<file path="src/rtl/lcdws_pkg.sv">
// ----------------------------------------------------------------------------
// lcdws_pkg
// Shared types and constants of the character LCD 8-bit write sequencer.
// ----------------------------------------------------------------------------
package lcdws_pkg;

  localparam int unsigned QueueDepthDefault = 4;
  localparam int unsigned CfgAddrWidth      = 5;
  localparam int unsigned CfgDataWidth      = 32;

  localparam logic [7:0] InstrClear       = 8'h01;
  localparam logic [7:0] InstrHome        = 8'h02;
  localparam logic [7:0] Line1Base        = 8'h80;
  localparam logic [7:0] Line2Base        = 8'hC0;
  localparam logic [7:0] InstrFunctionSet = 8'b0011_1000;
  localparam logic [7:0] InstrDisplayOn   = 8'b0000_1111;
  localparam logic [7:0] InstrEntryMode   = 8'b0000_0110;

  localparam logic [9:0]  SetupWaitReset   = 10'd100;
  localparam logic [9:0]  PulseWaitReset   = 10'd200;
  localparam logic [9:0]  HoldWaitReset    = 10'd100;
  localparam logic [15:0] LongWaitReset    = 16'd1620;
  localparam logic [19:0] PowerupWaitReset = 20'd100000;

  typedef enum logic [2:0] {
    CmdWriteChar = 3'd0,
    CmdRawInstr  = 3'd1,
    CmdClear     = 3'd2,
    CmdHome      = 3'd3,
    CmdSetCursor = 3'd4,
    CmdInit      = 3'd5
  } lcdws_cmd_e;

  typedef enum logic [2:0] {
    RegSetupWait   = 3'd0,
    RegPulseWait   = 3'd1,
    RegHoldWait    = 3'd2,
    RegLongWait    = 3'd3,
    RegPowerupWait = 3'd4
  } lcdws_reg_e;

  typedef enum logic [1:0] {
    PhSetup,
    PhPulse,
    PhHold
  } lcdws_phase_e;

  typedef struct packed {
    logic [2:0] cmd;
    logic [7:0] data_byte;
    logic [1:0] cursor_line;
    logic [5:0] cursor_column;
  } lcdws_req_t;

  typedef struct packed {
    logic        reg_select;
    logic        enable_level;
    logic [7:0]  bus_byte;
    logic [19:0] hold_us;
    logic        last;
  } lcdws_seg_t;

  typedef struct packed {
    logic [9:0]  setup_wait_us;
    logic [9:0]  pulse_wait_us;
    logic [9:0]  hold_wait_us;
    logic [15:0] long_wait_us;
    logic [19:0] powerup_wait_us;
  } lcdws_cfg_t;

  typedef struct packed {
    logic       is_wait;
    logic       rs;
    logic [7:0] bus;
    logic       long_add;
    logic       last;
  } lcdws_job_t;

endpackage

</file>
<file path="src/rtl/lcdws_stream_if.sv">
// ----------------------------------------------------------------------------
// lcdws_stream_if
// Valid/ready channel that carries one payload of type T per transaction.
// ----------------------------------------------------------------------------
interface lcdws_stream_if #(
  parameter type T = logic
);
  logic valid;
  logic ready;
  T     data;

  modport source (output valid, output data, input ready);
  modport sink (input valid, input data, output ready);
endinterface

</file>
<file path="src/rtl/lcdws_cfg.sv">
// ----------------------------------------------------------------------------
// lcdws_cfg
// Timing register file behind the APB-style configuration port.
// ----------------------------------------------------------------------------
module lcdws_cfg (
  input  logic                                clk_i,
  input  logic                                rst_ni,
  input  logic                                psel,
  input  logic                                penable,
  input  logic                                pwrite,
  input  logic [lcdws_pkg::CfgAddrWidth-1:0]  paddr,
  input  logic [lcdws_pkg::CfgDataWidth-1:0]  pwdata,
  output logic [lcdws_pkg::CfgDataWidth-1:0]  prdata,
  output logic                                pready,
  output lcdws_pkg::lcdws_cfg_t               cfg_o
);
  import lcdws_pkg::*;

  lcdws_cfg_t cfg_q;
  logic [2:0] reg_idx;
  logic       wr_en;

  assign reg_idx = paddr[4:2];
  assign wr_en   = psel && penable && pwrite;
  assign pready  = 1'b1;
  assign cfg_o   = cfg_q;

  always_ff @(posedge clk_i or negedge rst_ni) begin
    if (!rst_ni) begin
      cfg_q.setup_wait_us   <= SetupWaitReset;
      cfg_q.pulse_wait_us   <= PulseWaitReset;
      cfg_q.hold_wait_us    <= HoldWaitReset;
      cfg_q.long_wait_us    <= LongWaitReset;
      cfg_q.powerup_wait_us <= PowerupWaitReset;
    end else if (wr_en) begin
      unique case (reg_idx)
        RegSetupWait:   cfg_q.setup_wait_us   <= pwdata[9:0];
        RegPulseWait:   cfg_q.pulse_wait_us   <= pwdata[9:0];
        RegHoldWait:    cfg_q.hold_wait_us    <= pwdata[9:0];
        RegLongWait:    cfg_q.long_wait_us    <= pwdata[15:0];
        RegPowerupWait: cfg_q.powerup_wait_us <= pwdata[19:0];
        default: ;
      endcase
    end
  end

  always_comb begin
    unique case (reg_idx)
      RegSetupWait:   prdata = {22'd0, cfg_q.setup_wait_us};
      RegPulseWait:   prdata = {22'd0, cfg_q.pulse_wait_us};
      RegHoldWait:    prdata = {22'd0, cfg_q.hold_wait_us};
      RegLongWait:    prdata = {16'd0, cfg_q.long_wait_us};
      RegPowerupWait: prdata = {12'd0, cfg_q.powerup_wait_us};
      default:        prdata = '0;
    endcase
  end

endmodule

</file>
<file path="src/rtl/lcdws_front.sv">
// ----------------------------------------------------------------------------
// lcdws_front
// Accepts requests, expands each into jobs; one per cycle if queue not full.
// ----------------------------------------------------------------------------
module lcdws_front (
  input  logic                    clk_i,
  input  logic                    rst_ni,
  lcdws_stream_if.sink            req,
  input  logic                    q_full_i,
  output logic                    push_o,
  output lcdws_pkg::lcdws_job_t   job_o
);
  import lcdws_pkg::*;

  lcdws_req_t req_q, req_d;
  logic       busy_q, busy_d;
  logic [2:0] step_q, step_d;
  logic [2:0] num_jobs;
  logic       done;
  logic       accept;

  always_comb begin
    job_o    = '0;
    num_jobs = 3'd0;
    case (req_q.cmd)
      CmdWriteChar: begin
        num_jobs = 3'd1;
        job_o.rs = 1'b1;
        job_o.bus = req_q.data_byte;
      end
      CmdRawInstr: begin
        num_jobs = 3'd1;
        job_o.bus = req_q.data_byte;
      end
      CmdClear: begin
        num_jobs = 3'd1;
        job_o.bus = InstrClear;
        job_o.long_add = 1'b1;
      end
      CmdHome: begin
        num_jobs = 3'd1;
        job_o.bus = InstrHome;
        job_o.long_add = 1'b1;
      end
      CmdSetCursor: begin
        if (req_q.cursor_line == 2'd1) begin
          num_jobs = 3'd1;
          job_o.bus = Line1Base + {2'b00, req_q.cursor_column};
        end else if (req_q.cursor_line == 2'd2) begin
          num_jobs = 3'd1;
          job_o.bus = Line2Base + {2'b00, req_q.cursor_column};
        end
      end
      CmdInit: begin
        num_jobs = 3'd5;
        case (step_q)
          3'd0:    job_o.is_wait = 1'b1;
          3'd1:    job_o.bus = InstrFunctionSet;
          3'd2:    job_o.bus = InstrDisplayOn;
          3'd3: begin
            job_o.bus = InstrClear;
            job_o.long_add = 1'b1;
          end
          default: job_o.bus = InstrEntryMode;
        endcase
      end
      default: num_jobs = 3'd0;
    endcase
    job_o.last = (step_q == num_jobs - 3'd1);
  end

  assign push_o    = busy_q && (num_jobs != 3'd0) && !q_full_i;
  assign done      = busy_q && ((num_jobs == 3'd0) || (push_o && job_o.last));
  assign req.ready = !busy_q || done;
  assign accept    = req.valid && req.ready;

  always_comb begin
    req_d  = req_q;
    busy_d = busy_q;
    step_d = step_q;
    if (accept) begin
      req_d  = req.data;
      busy_d = 1'b1;
      step_d = 3'd0;
    end else if (done) begin
      busy_d = 1'b0;
    end else if (push_o) begin
      step_d = step_q + 3'd1;
    end
  end

  always_ff @(posedge clk_i or negedge rst_ni) begin
    if (!rst_ni) begin
      busy_q <= 1'b0;
      step_q <= 3'd0;
    end else begin
      busy_q <= busy_d;
      step_q <= step_d;
    end
  end

  always_ff @(posedge clk_i) begin
    req_q <= req_d;
  end

endmodule

</file>
<file path="src/rtl/lcdws_queue.sv">
// ----------------------------------------------------------------------------
// lcdws_queue
// Small FIFO of byte jobs between the front and the back part.
// ----------------------------------------------------------------------------
module lcdws_queue #(
  parameter int unsigned Depth = lcdws_pkg::QueueDepthDefault
) (
  input  logic                  clk_i,
  input  logic                  rst_ni,
  input  logic                  push_i,
  input  lcdws_pkg::lcdws_job_t push_job_i,
  input  logic                  pop_i,
  output lcdws_pkg::lcdws_job_t head_o,
  output logic                  full_o,
  output logic                  empty_o
);
  import lcdws_pkg::*;

  localparam int unsigned PtrWidth = (Depth > 1) ? $clog2(Depth) : 1;
  localparam int unsigned CntWidth = $clog2(Depth + 1);
  localparam logic [PtrWidth-1:0] LastPtr  = PtrWidth'(Depth - 1);
  localparam logic [CntWidth-1:0] DepthCnt = CntWidth'(Depth);

  lcdws_job_t          mem_q [Depth];
  logic [PtrWidth-1:0] wr_ptr_q, rd_ptr_q;
  logic [CntWidth-1:0] cnt_q;

  assign full_o  = (cnt_q == DepthCnt);
  assign empty_o = (cnt_q == '0);
  assign head_o  = mem_q[rd_ptr_q];

  always_ff @(posedge clk_i or negedge rst_ni) begin
    if (!rst_ni) begin
      wr_ptr_q <= '0;
      rd_ptr_q <= '0;
      cnt_q    <= '0;
    end else begin
      if (push_i) begin
        wr_ptr_q <= (wr_ptr_q == LastPtr) ? '0 : wr_ptr_q + 1'b1;
      end
      if (pop_i) begin
        rd_ptr_q <= (rd_ptr_q == LastPtr) ? '0 : rd_ptr_q + 1'b1;
      end
      if (push_i && !pop_i) begin
        cnt_q <= cnt_q + 1'b1;
      end else if (pop_i && !push_i) begin
        cnt_q <= cnt_q - 1'b1;
      end
    end
  end

  always_ff @(posedge clk_i) begin
    if (push_i) begin
      mem_q[wr_ptr_q] <= push_job_i;
    end
  end

endmodule

</file>
<file path="src/rtl/lcdws_back.sv">
// ----------------------------------------------------------------------------
// lcdws_back
// Turns byte jobs into timed pin segments behind an output register.
// ----------------------------------------------------------------------------
module lcdws_back (
  input  logic                  clk_i,
  input  logic                  rst_ni,
  input  lcdws_pkg::lcdws_cfg_t cfg_i,
  input  lcdws_pkg::lcdws_job_t head_i,
  input  logic                  q_empty_i,
  output logic                  pop_o,
  lcdws_stream_if.source        seg
);
  import lcdws_pkg::*;

  lcdws_job_t   cur_q, cur_d;
  logic         cur_valid_q, cur_valid_d;
  lcdws_phase_e phase_q, phase_d;
  lcdws_seg_t   out_q, seg_d;
  logic         out_valid_q;
  logic         can_load, emit, final_ph, cur_take;

  assign can_load = !out_valid_q || seg.ready;
  assign emit     = cur_valid_q && can_load;
  assign final_ph = cur_q.is_wait || (phase_q == PhHold);
  assign cur_take = !cur_valid_q || (emit && final_ph);
  assign pop_o    = cur_take && !q_empty_i;

  always_comb begin
    seg_d.reg_select   = cur_q.rs;
    seg_d.bus_byte     = cur_q.bus;
    seg_d.enable_level = 1'b0;
    seg_d.last         = 1'b0;
    seg_d.hold_us      = '0;
    phase_d            = phase_q;
    if (cur_q.is_wait) begin
      seg_d.reg_select = 1'b0;
      seg_d.bus_byte   = '0;
      seg_d.hold_us    = cfg_i.powerup_wait_us;
      seg_d.last       = cur_q.last;
    end else begin
      unique case (phase_q)
        PhSetup: begin
          seg_d.hold_us = {10'd0, cfg_i.setup_wait_us};
          phase_d       = PhPulse;
        end
        PhPulse: begin
          seg_d.enable_level = 1'b1;
          seg_d.hold_us      = {10'd0, cfg_i.pulse_wait_us};
          phase_d            = PhHold;
        end
        PhHold: begin
          seg_d.hold_us = {10'd0, cfg_i.hold_wait_us}
                        + (cur_q.long_add ? {4'd0, cfg_i.long_wait_us} : 20'd0);
          seg_d.last    = cur_q.last;
          phase_d       = PhSetup;
        end
        default: phase_d = PhSetup;
      endcase
    end

    cur_d       = cur_q;
    cur_valid_d = cur_valid_q;
    if (pop_o) begin
      cur_d       = head_i;
      cur_valid_d = 1'b1;
      phase_d     = PhSetup;
    end else if (cur_take) begin
      cur_valid_d = 1'b0;
    end else if (!emit) begin
      phase_d = phase_q;
    end
  end

  always_ff @(posedge clk_i or negedge rst_ni) begin
    if (!rst_ni) begin
      cur_valid_q <= 1'b0;
      phase_q     <= PhSetup;
      out_valid_q <= 1'b0;
    end else begin
      cur_valid_q <= cur_valid_d;
      phase_q     <= phase_d;
      if (can_load) begin
        out_valid_q <= emit;
      end
    end
  end

  always_ff @(posedge clk_i) begin
    cur_q <= cur_d;
    if (emit) begin
      out_q <= seg_d;
    end
  end

  assign seg.valid = out_valid_q;
  assign seg.data  = out_q;

endmodule

</file>
<file path="src/rtl/char_lcd_8bit_write_sequencer_core.sv">
// ----------------------------------------------------------------------------
// char_lcd_8bit_write_sequencer_core
// Character LCD write sequencer for an 8-bit parallel bus.
// ----------------------------------------------------------------------------
// Each request transaction becomes a run of pin segments (RS, E, D7..D0 and a
// hold time in microseconds): three per byte sent, plus one power-up wait for
// the initialization request, and none for a set-cursor request on a line
// other than 1 or 2. The back part emits one segment per cycle while the
// output is ready. Requests are taken while earlier ones are still being
// sent, as long as the job queue between the front and back parts has room.
// The user must write the timing registers through the APB port only while
// the block is idle; the block itself does not enforce it.
module char_lcd_8bit_write_sequencer_core #(
  parameter int unsigned QueueDepth = lcdws_pkg::QueueDepthDefault
) (
  input  logic                                clk_i,
  input  logic                                rst_ni,
  lcdws_stream_if.sink                        req,
  lcdws_stream_if.source                      seg,
  input  logic                                psel,
  input  logic                                penable,
  input  logic                                pwrite,
  input  logic [lcdws_pkg::CfgAddrWidth-1:0]  paddr,
  input  logic [lcdws_pkg::CfgDataWidth-1:0]  pwdata,
  output logic [lcdws_pkg::CfgDataWidth-1:0]  prdata,
  output logic                                pready
);
  import lcdws_pkg::*;

  lcdws_cfg_t cfg;
  lcdws_job_t push_job, head_job;
  logic       push, pop, q_full, q_empty;

  lcdws_cfg u_cfg (
    .clk_i   (clk_i),
    .rst_ni  (rst_ni),
    .psel    (psel),
    .penable (penable),
    .pwrite  (pwrite),
    .paddr   (paddr),
    .pwdata  (pwdata),
    .prdata  (prdata),
    .pready  (pready),
    .cfg_o   (cfg)
  );

  lcdws_front u_front (
    .clk_i    (clk_i),
    .rst_ni   (rst_ni),
    .req      (req),
    .q_full_i (q_full),
    .push_o   (push),
    .job_o    (push_job)
  );

  lcdws_queue #(
    .Depth (QueueDepth)
  ) u_queue (
    .clk_i      (clk_i),
    .rst_ni     (rst_ni),
    .push_i     (push),
    .push_job_i (push_job),
    .pop_i      (pop),
    .head_o     (head_job),
    .full_o     (q_full),
    .empty_o    (q_empty)
  );

  lcdws_back u_back (
    .clk_i     (clk_i),
    .rst_ni    (rst_ni),
    .cfg_i     (cfg),
    .head_i    (head_job),
    .q_empty_i (q_empty),
    .pop_o     (pop),
    .seg       (seg)
  );

endmodule
</file>
<file path="src/flat_wrapper.sv">
// flat-port wrapper written by rule: the top's interface ports become plain ports
module char_lcd_8bit_write_sequencer_core_flat import lcdws_pkg::*;
#(
  parameter int unsigned QueueDepth = lcdws_pkg::QueueDepthDefault
)
  (clk_i, rst_ni, psel, penable, pwrite, paddr, pwdata, prdata, pready, req_valid, req_data, req_ready, seg_valid, seg_data, seg_ready);
  lcdws_stream_if req_i ();
  lcdws_stream_if seg_i ();
  input  logic clk_i;
  input  logic rst_ni;
  input  logic psel;
  input  logic penable;
  input  logic pwrite;
  input  logic [lcdws_pkg::CfgAddrWidth-1:0] paddr;
  input  logic [lcdws_pkg::CfgDataWidth-1:0] pwdata;
  output logic [lcdws_pkg::CfgDataWidth-1:0] prdata;
  output logic pready;
  input wire logic [$bits(req_i.valid)-1:0] req_valid;
  input wire logic [$bits(req_i.data)-1:0] req_data;
  output wire logic [$bits(req_i.ready)-1:0] req_ready;
  output wire logic [$bits(seg_i.valid)-1:0] seg_valid;
  output wire logic [$bits(seg_i.data)-1:0] seg_data;
  input wire logic [$bits(seg_i.ready)-1:0] seg_ready;
  assign req_i.valid = req_valid;
  assign req_i.data = req_data;
  assign req_ready = req_i.ready;
  assign seg_valid = seg_i.valid;
  assign seg_data = seg_i.data;
  assign seg_i.ready = seg_ready;
  char_lcd_8bit_write_sequencer_core #(.QueueDepth(QueueDepth)) u_core (.clk_i(clk_i), .rst_ni(rst_ni), .req(req_i), .seg(seg_i), .psel(psel), .penable(penable), .pwrite(pwrite), .paddr(paddr), .pwdata(pwdata), .prdata(prdata), .pready(pready));
endmodule
</file>
<file path="config.mk">
export PLATFORM = sky130hd
export DESIGN_NAME = char_lcd_8bit_write_sequencer_core_flat
export DESIGN_NICKNAME = d
export VERILOG_FILES = /design/src/rtl/lcdws_pkg.sv /design/src/rtl/lcdws_stream_if.sv /design/src/rtl/lcdws_cfg.sv /design/src/rtl/lcdws_front.sv /design/src/rtl/lcdws_queue.sv /design/src/rtl/lcdws_back.sv /design/src/rtl/char_lcd_8bit_write_sequencer_core.sv /design/src/flat_wrapper.sv
export SDC_FILE = /design/constraint.sdc
export NUM_CORES = 1
export LEC_CHECK = 0
export ABC_AREA = 1
export BUFFER_PORTS_ARGS = -buffer_cell sky130_fd_sc_hd__buf_2
export CAP_MARGIN = 30
export CORE_ASPECT_RATIO = 0.9
export CORE_MARGIN = 2
export CORE_UTILIZATION = 40
export DETAILED_ROUTE_END_ITERATION = 10
export GPL_ROUTABILITY_DRIVEN = 1
export RECOVER_POWER = 100
export SLEW_MARGIN = 20
export SYNTH_ARGS = -nofsm -noshare
export SYNTH_HDL_FRONTEND = slang
export SYNTH_SLANG_ARGS = --single-unit
</file>
<file path="constraint.sdc">
create_clock -name clk_i -period 1.7 [get_ports clk_i]
set_input_delay 0.085 -clock clk_i [delete_from_list [all_inputs] [get_ports clk_i]]
set_output_delay 0.085 -clock clk_i [all_outputs]
set_load 0.02 [all_outputs]
</file>
==> impl_metrics.py <==
metrics = {
    "placement": {
        "gp_congestion": 0.736,
        "port_buffers": 52,
        "dp.cells": 669,
        "dp_hpwl_um": 5920,
        "placed_area_um2": 4610,
    },
    "global_routing": {
        "grt_usage": 0.171,
        "grt_pass1_wl_um": 15000,
        "grt_start_max_net_pins": 45,
        "grt_pass1_vias": 3071,
        "overflow": 0,
        "antenna_found_initial": 0,
    },
    "flow_run": {
        "drv_cap": 0,
    },
    "routing": {
        "first_pass_iters": 4,
        "drc": 0,
        "vias": 3274,
        "detail_route.wl_per_cell_um": 12.8,
        "drt_iter0_markers": 175,
        "ant_nets": 0,
        "wl_um": 8870,
        "avgViaCountPerCell": 4.71,
    },
    "outcome": {
        "status": "complete, but fails checks",
        "violations": "setup timing",
    },
    "timing": {
        "setup_viol": 2,
        "fin_tns_setup_ns": -0.0841,
        "fmax_ghz": 0.572,
        "worst_slack_ns": -0.0475,
        "final-hold-violation-count": 0,
        "worst_pin_slew_ns": 1.14,
        "slew_headroom": 0.238,
        "fin_crit_sh": 1.03,
        "period_needed_ns": 1.75,
        "drv_slew": 0,
        "rsz0062_at_grt": "yes",
        "finalClockSkew_ns": 0.00369,
    },
    "synthesis": {
        "ys.flop_type": "dfrtp_1",
        "synth.top_cells.by_area": "dfrtp_1, nand2_1, dfstp_2",
        "ys_seq_elements": 87,
        "synth_cells": 486,
        "synth_largest_area_cell": "dfrtp_1",
        "synth_edf_count": 6,
        "yosys-top-cells-count": "nand2_1, dfrtp_1, inv_1",
        "async_flop_share": 0.931,
        "yosys_warnings": 0,
        "synth_cell_types": 31,
        "yosysMostFrequentCell": "nand2_1",
        "syn_area_um2": 4110,
        "synth.avg_cell_area_um2": 8.46,
        "yosysSeqAreaShare": 0.543,
        "yosysTopAreaCellShare": 0.371,
    },
    "die": {
        "io_pins": 81,
        "initial_utilization": 0.407,
        "die_h_um": 100,
        "coreArea_um2": 10100,
        "die_w_um": 111,
        "dieArea_um2": 11100,
        "row_count": 35,
    },
    "layout": {
        "antennaDiodeCount": 0,
        "num-fill-cells": 1024,
        "final_design_area_no_fill_um2": 4960,
        "fin_nets": 615,
        "final_cells": 695,
        "regArea_um2": 2230,
        "syn_to_final_growth_pct": 20.7,
        "multiInputGateArea_um2": 1580,
        "final_layout_size_suffix_gt1_frac": 0.228,
    },
    "setup_path": {
        "crit_path_cell_trace": "nor2_2 > nand2_1 > nand2_4 > ha_4 > inv_2 > fa_2 > a21oi_1 > o21ai_1 > xor2_1",
        "critPathTopFamily": "adder cells",
        "arrival_ns": 1.97,
        "path_class": "reg -> reg",
        "critPathLaunchType": "flip-flop",
        "r2r_slack_ns": -0.05,
        "reg2reg_to": "u_core.u_queue.cnt_q[2]",
        "cp-end-kind": "flip-flop",
        "critPathMaxStageDelay_ns": 0.38,
        "path_buf_inv": 1,
        "crit_slowest_cell": "dfrtp_1",
        "worstPathRequired_ns": 1.92,
        "cp_max_fo": 2,
        "r2r_cells": 9,
        "rr_startpoint": "u_core.u_queue.cnt_q[0]",
    },
    "clock_network": {
        "cts_buffers": 9,
        "cts.sinks": 87,
        "cts-root-buf": "clkbuf_16",
        "clk_pin_slew_worst_paths_ns": 0.06,
        "tritoncts": "yes",
        "cts.path.max_buffers": 2,
        "clock_latency_ns": 0.34,
        "ctsHtreeMaxLevel": 3,
    },
    "worst_hold_path": {
        "min-delay-start": "pwdata[19]",
        "min_to": "u_core.u_cfg.cfg_o[19]",
        "hp-class": "in -> reg",
        "min_path_cells": 3,
    },
    "power_and_ir_drop": {
        "p_leak_uw": 0.00259,
        "powerDensity_nw_per_um2": 1390,
        "ir_drop_mv": 1.29,
    },
}
-- worst max-delay path by stage --
stage / from / endpoint / depth (start not counted)
final: u_core.u_queue.cnt_q[0] / u_core.u_queue.cnt_q[2] / 9
after global routing: u_core.u_back.phase_q[1] / u_core.u_queue.cnt_q[2] / 11
after CTS: u_core.u_queue.cnt_q[1] / u_core.u_queue.cnt_q[1] / 8
after detailed placement: u_core.u_back.phase_q[1] / u_core.u_queue.cnt_q[2] / 11
after global placement: u_core.u_back.phase_q[1] / u_core.u_queue.cnt_q[2] / 11
after floorplan: u_core.u_queue.cnt_q[0] / u_core.u_queue.cnt_q[1] / 8
-- state kept, by name, summed over array words and instances (netlist names) --
register,count
u_core.u_cfg.cfg_o,66
u_core.u_back.cur_q,1
u_core.u_front.busy_q,1
u_core.u_back.phase_q,2
u_core.u_back.seg.valid,1
u_core.u_front.step_q,3
u_core.u_queue.cnt_q,3
u_core.u_queue.mem_q,4
u_core.u_queue.rd_ptr_q,2
u_core.u_queue.wr_ptr_q,2
u_core.u_back.seg.data,1
u_core.u_back.cur_valid_q,1
-- cell families after synthesis --
family,share of synthesized area
other,0.00183
and+or+nand+nor,0.228
AOI/OAI and AO/OA,0.103
xor gates and xnor gates,0.00426
muxes,0.00274
buffers and inverters,0.0891
DFF,0.543
adders and majority gates,0.0292
-- where the power goes --
| part | internal, µW | total (µW) | switching (µW) |
|---|---|---|---|
| combinational | 918 | 2050 | 1130 |
| clock | 1130 | 1900 | 764 |
| sequential | 2700 | 2980 | 275 |
-- metrics by stage --
| stage | total power [µW] | hold WS, ns | setup slack (ns) | utilization |
|---|---|---|---|---|
| 2_1_floorplan | 4290 | -0.211 | -0.0819 | - |
| 3_3_place_gp | 4840 | -0.0122 | -0.0113 | 0.455 |
| 3_5_place_dp | 4950 | -0.00934 | -0.0255 | 0.455 |
| 4_1_cts | 6930 | 0.00168 | -0.0343 | 0.492 |
| 5_1_grt | 7450 | 0.0164 | -0.155 | 0.491 |
| 6_report | 6920 | 0.00716 | -0.0475 | 0.491 |
-- routing by layer --
metal / global-route usage / share of wire / vias up
met4: 0.0606 / 0.020 / 0
met5: 0 / 0 / -
met2: 0.285 / 0.49 / 56
met1: 0.222 / 0.45 / 1537
met3: 0.0399 / 0.039 / 13
li1: - / - / 1668
-- worst register-to-register path: cells and delay by family (launching register included) --
kind / cells / cell delay (ns)
flops: 1 / 0.38
buf+inv: 1 / 0.04
xor+xnor: 1 / 0.15
simple gates: 3 / 0.33
fa+ha+maj: 2 / 0.47
compound gates: 2 / 0.26
-- cells in the final DEF, fill, tap and decap left out, drive strengths merged --
master	netlist	layout
edfxtp	6	6
clkbuf	8	18
nand4	13	13
buf	25	73
ha	8	8
nand3	3	3
dfstp	20	20
nor2	31	31
conb	2	13
clkinvlp	0	1
dfrtp	61	61
bufinv	0	1
a21oi	6	6
xor2	1	1
mux2	1	1
clkinv	0	2
xnor2	1	1
o21ai	66	66
and3	1	1
a22o	6	6
nand2	172	172
a32oi	1	1
fa	1	1
nor3	3	3
dlygate4sd3	0	7
nor3b	1	1
nand3b	1	1
or2	1	1
inv	47	47
-- area by class of cell --
| cell class | count | share of cell area |
|---|---|---|
| tap | 129 | 0.0325 |
| timing repair buffer | 86 | 0.106 |
| clock buffer | 12 | 0.0477 |
| multi-input combinational | 330 | 0.319 |
| clock inverter | 4 | 0.00958 |
| inverter | 47 | 0.0356 |
| sequential | 87 | 0.450 |
-- what timing repair did --
item,CTS,global route
gates resized for setup,2,5
pin swaps,4,3
endpoints found under the setup margin,2,3
hold buffers,7,0
setup buffers,1,2
endpoints found under the hold margin,68,0
Power figures use the tool's default switching activity.
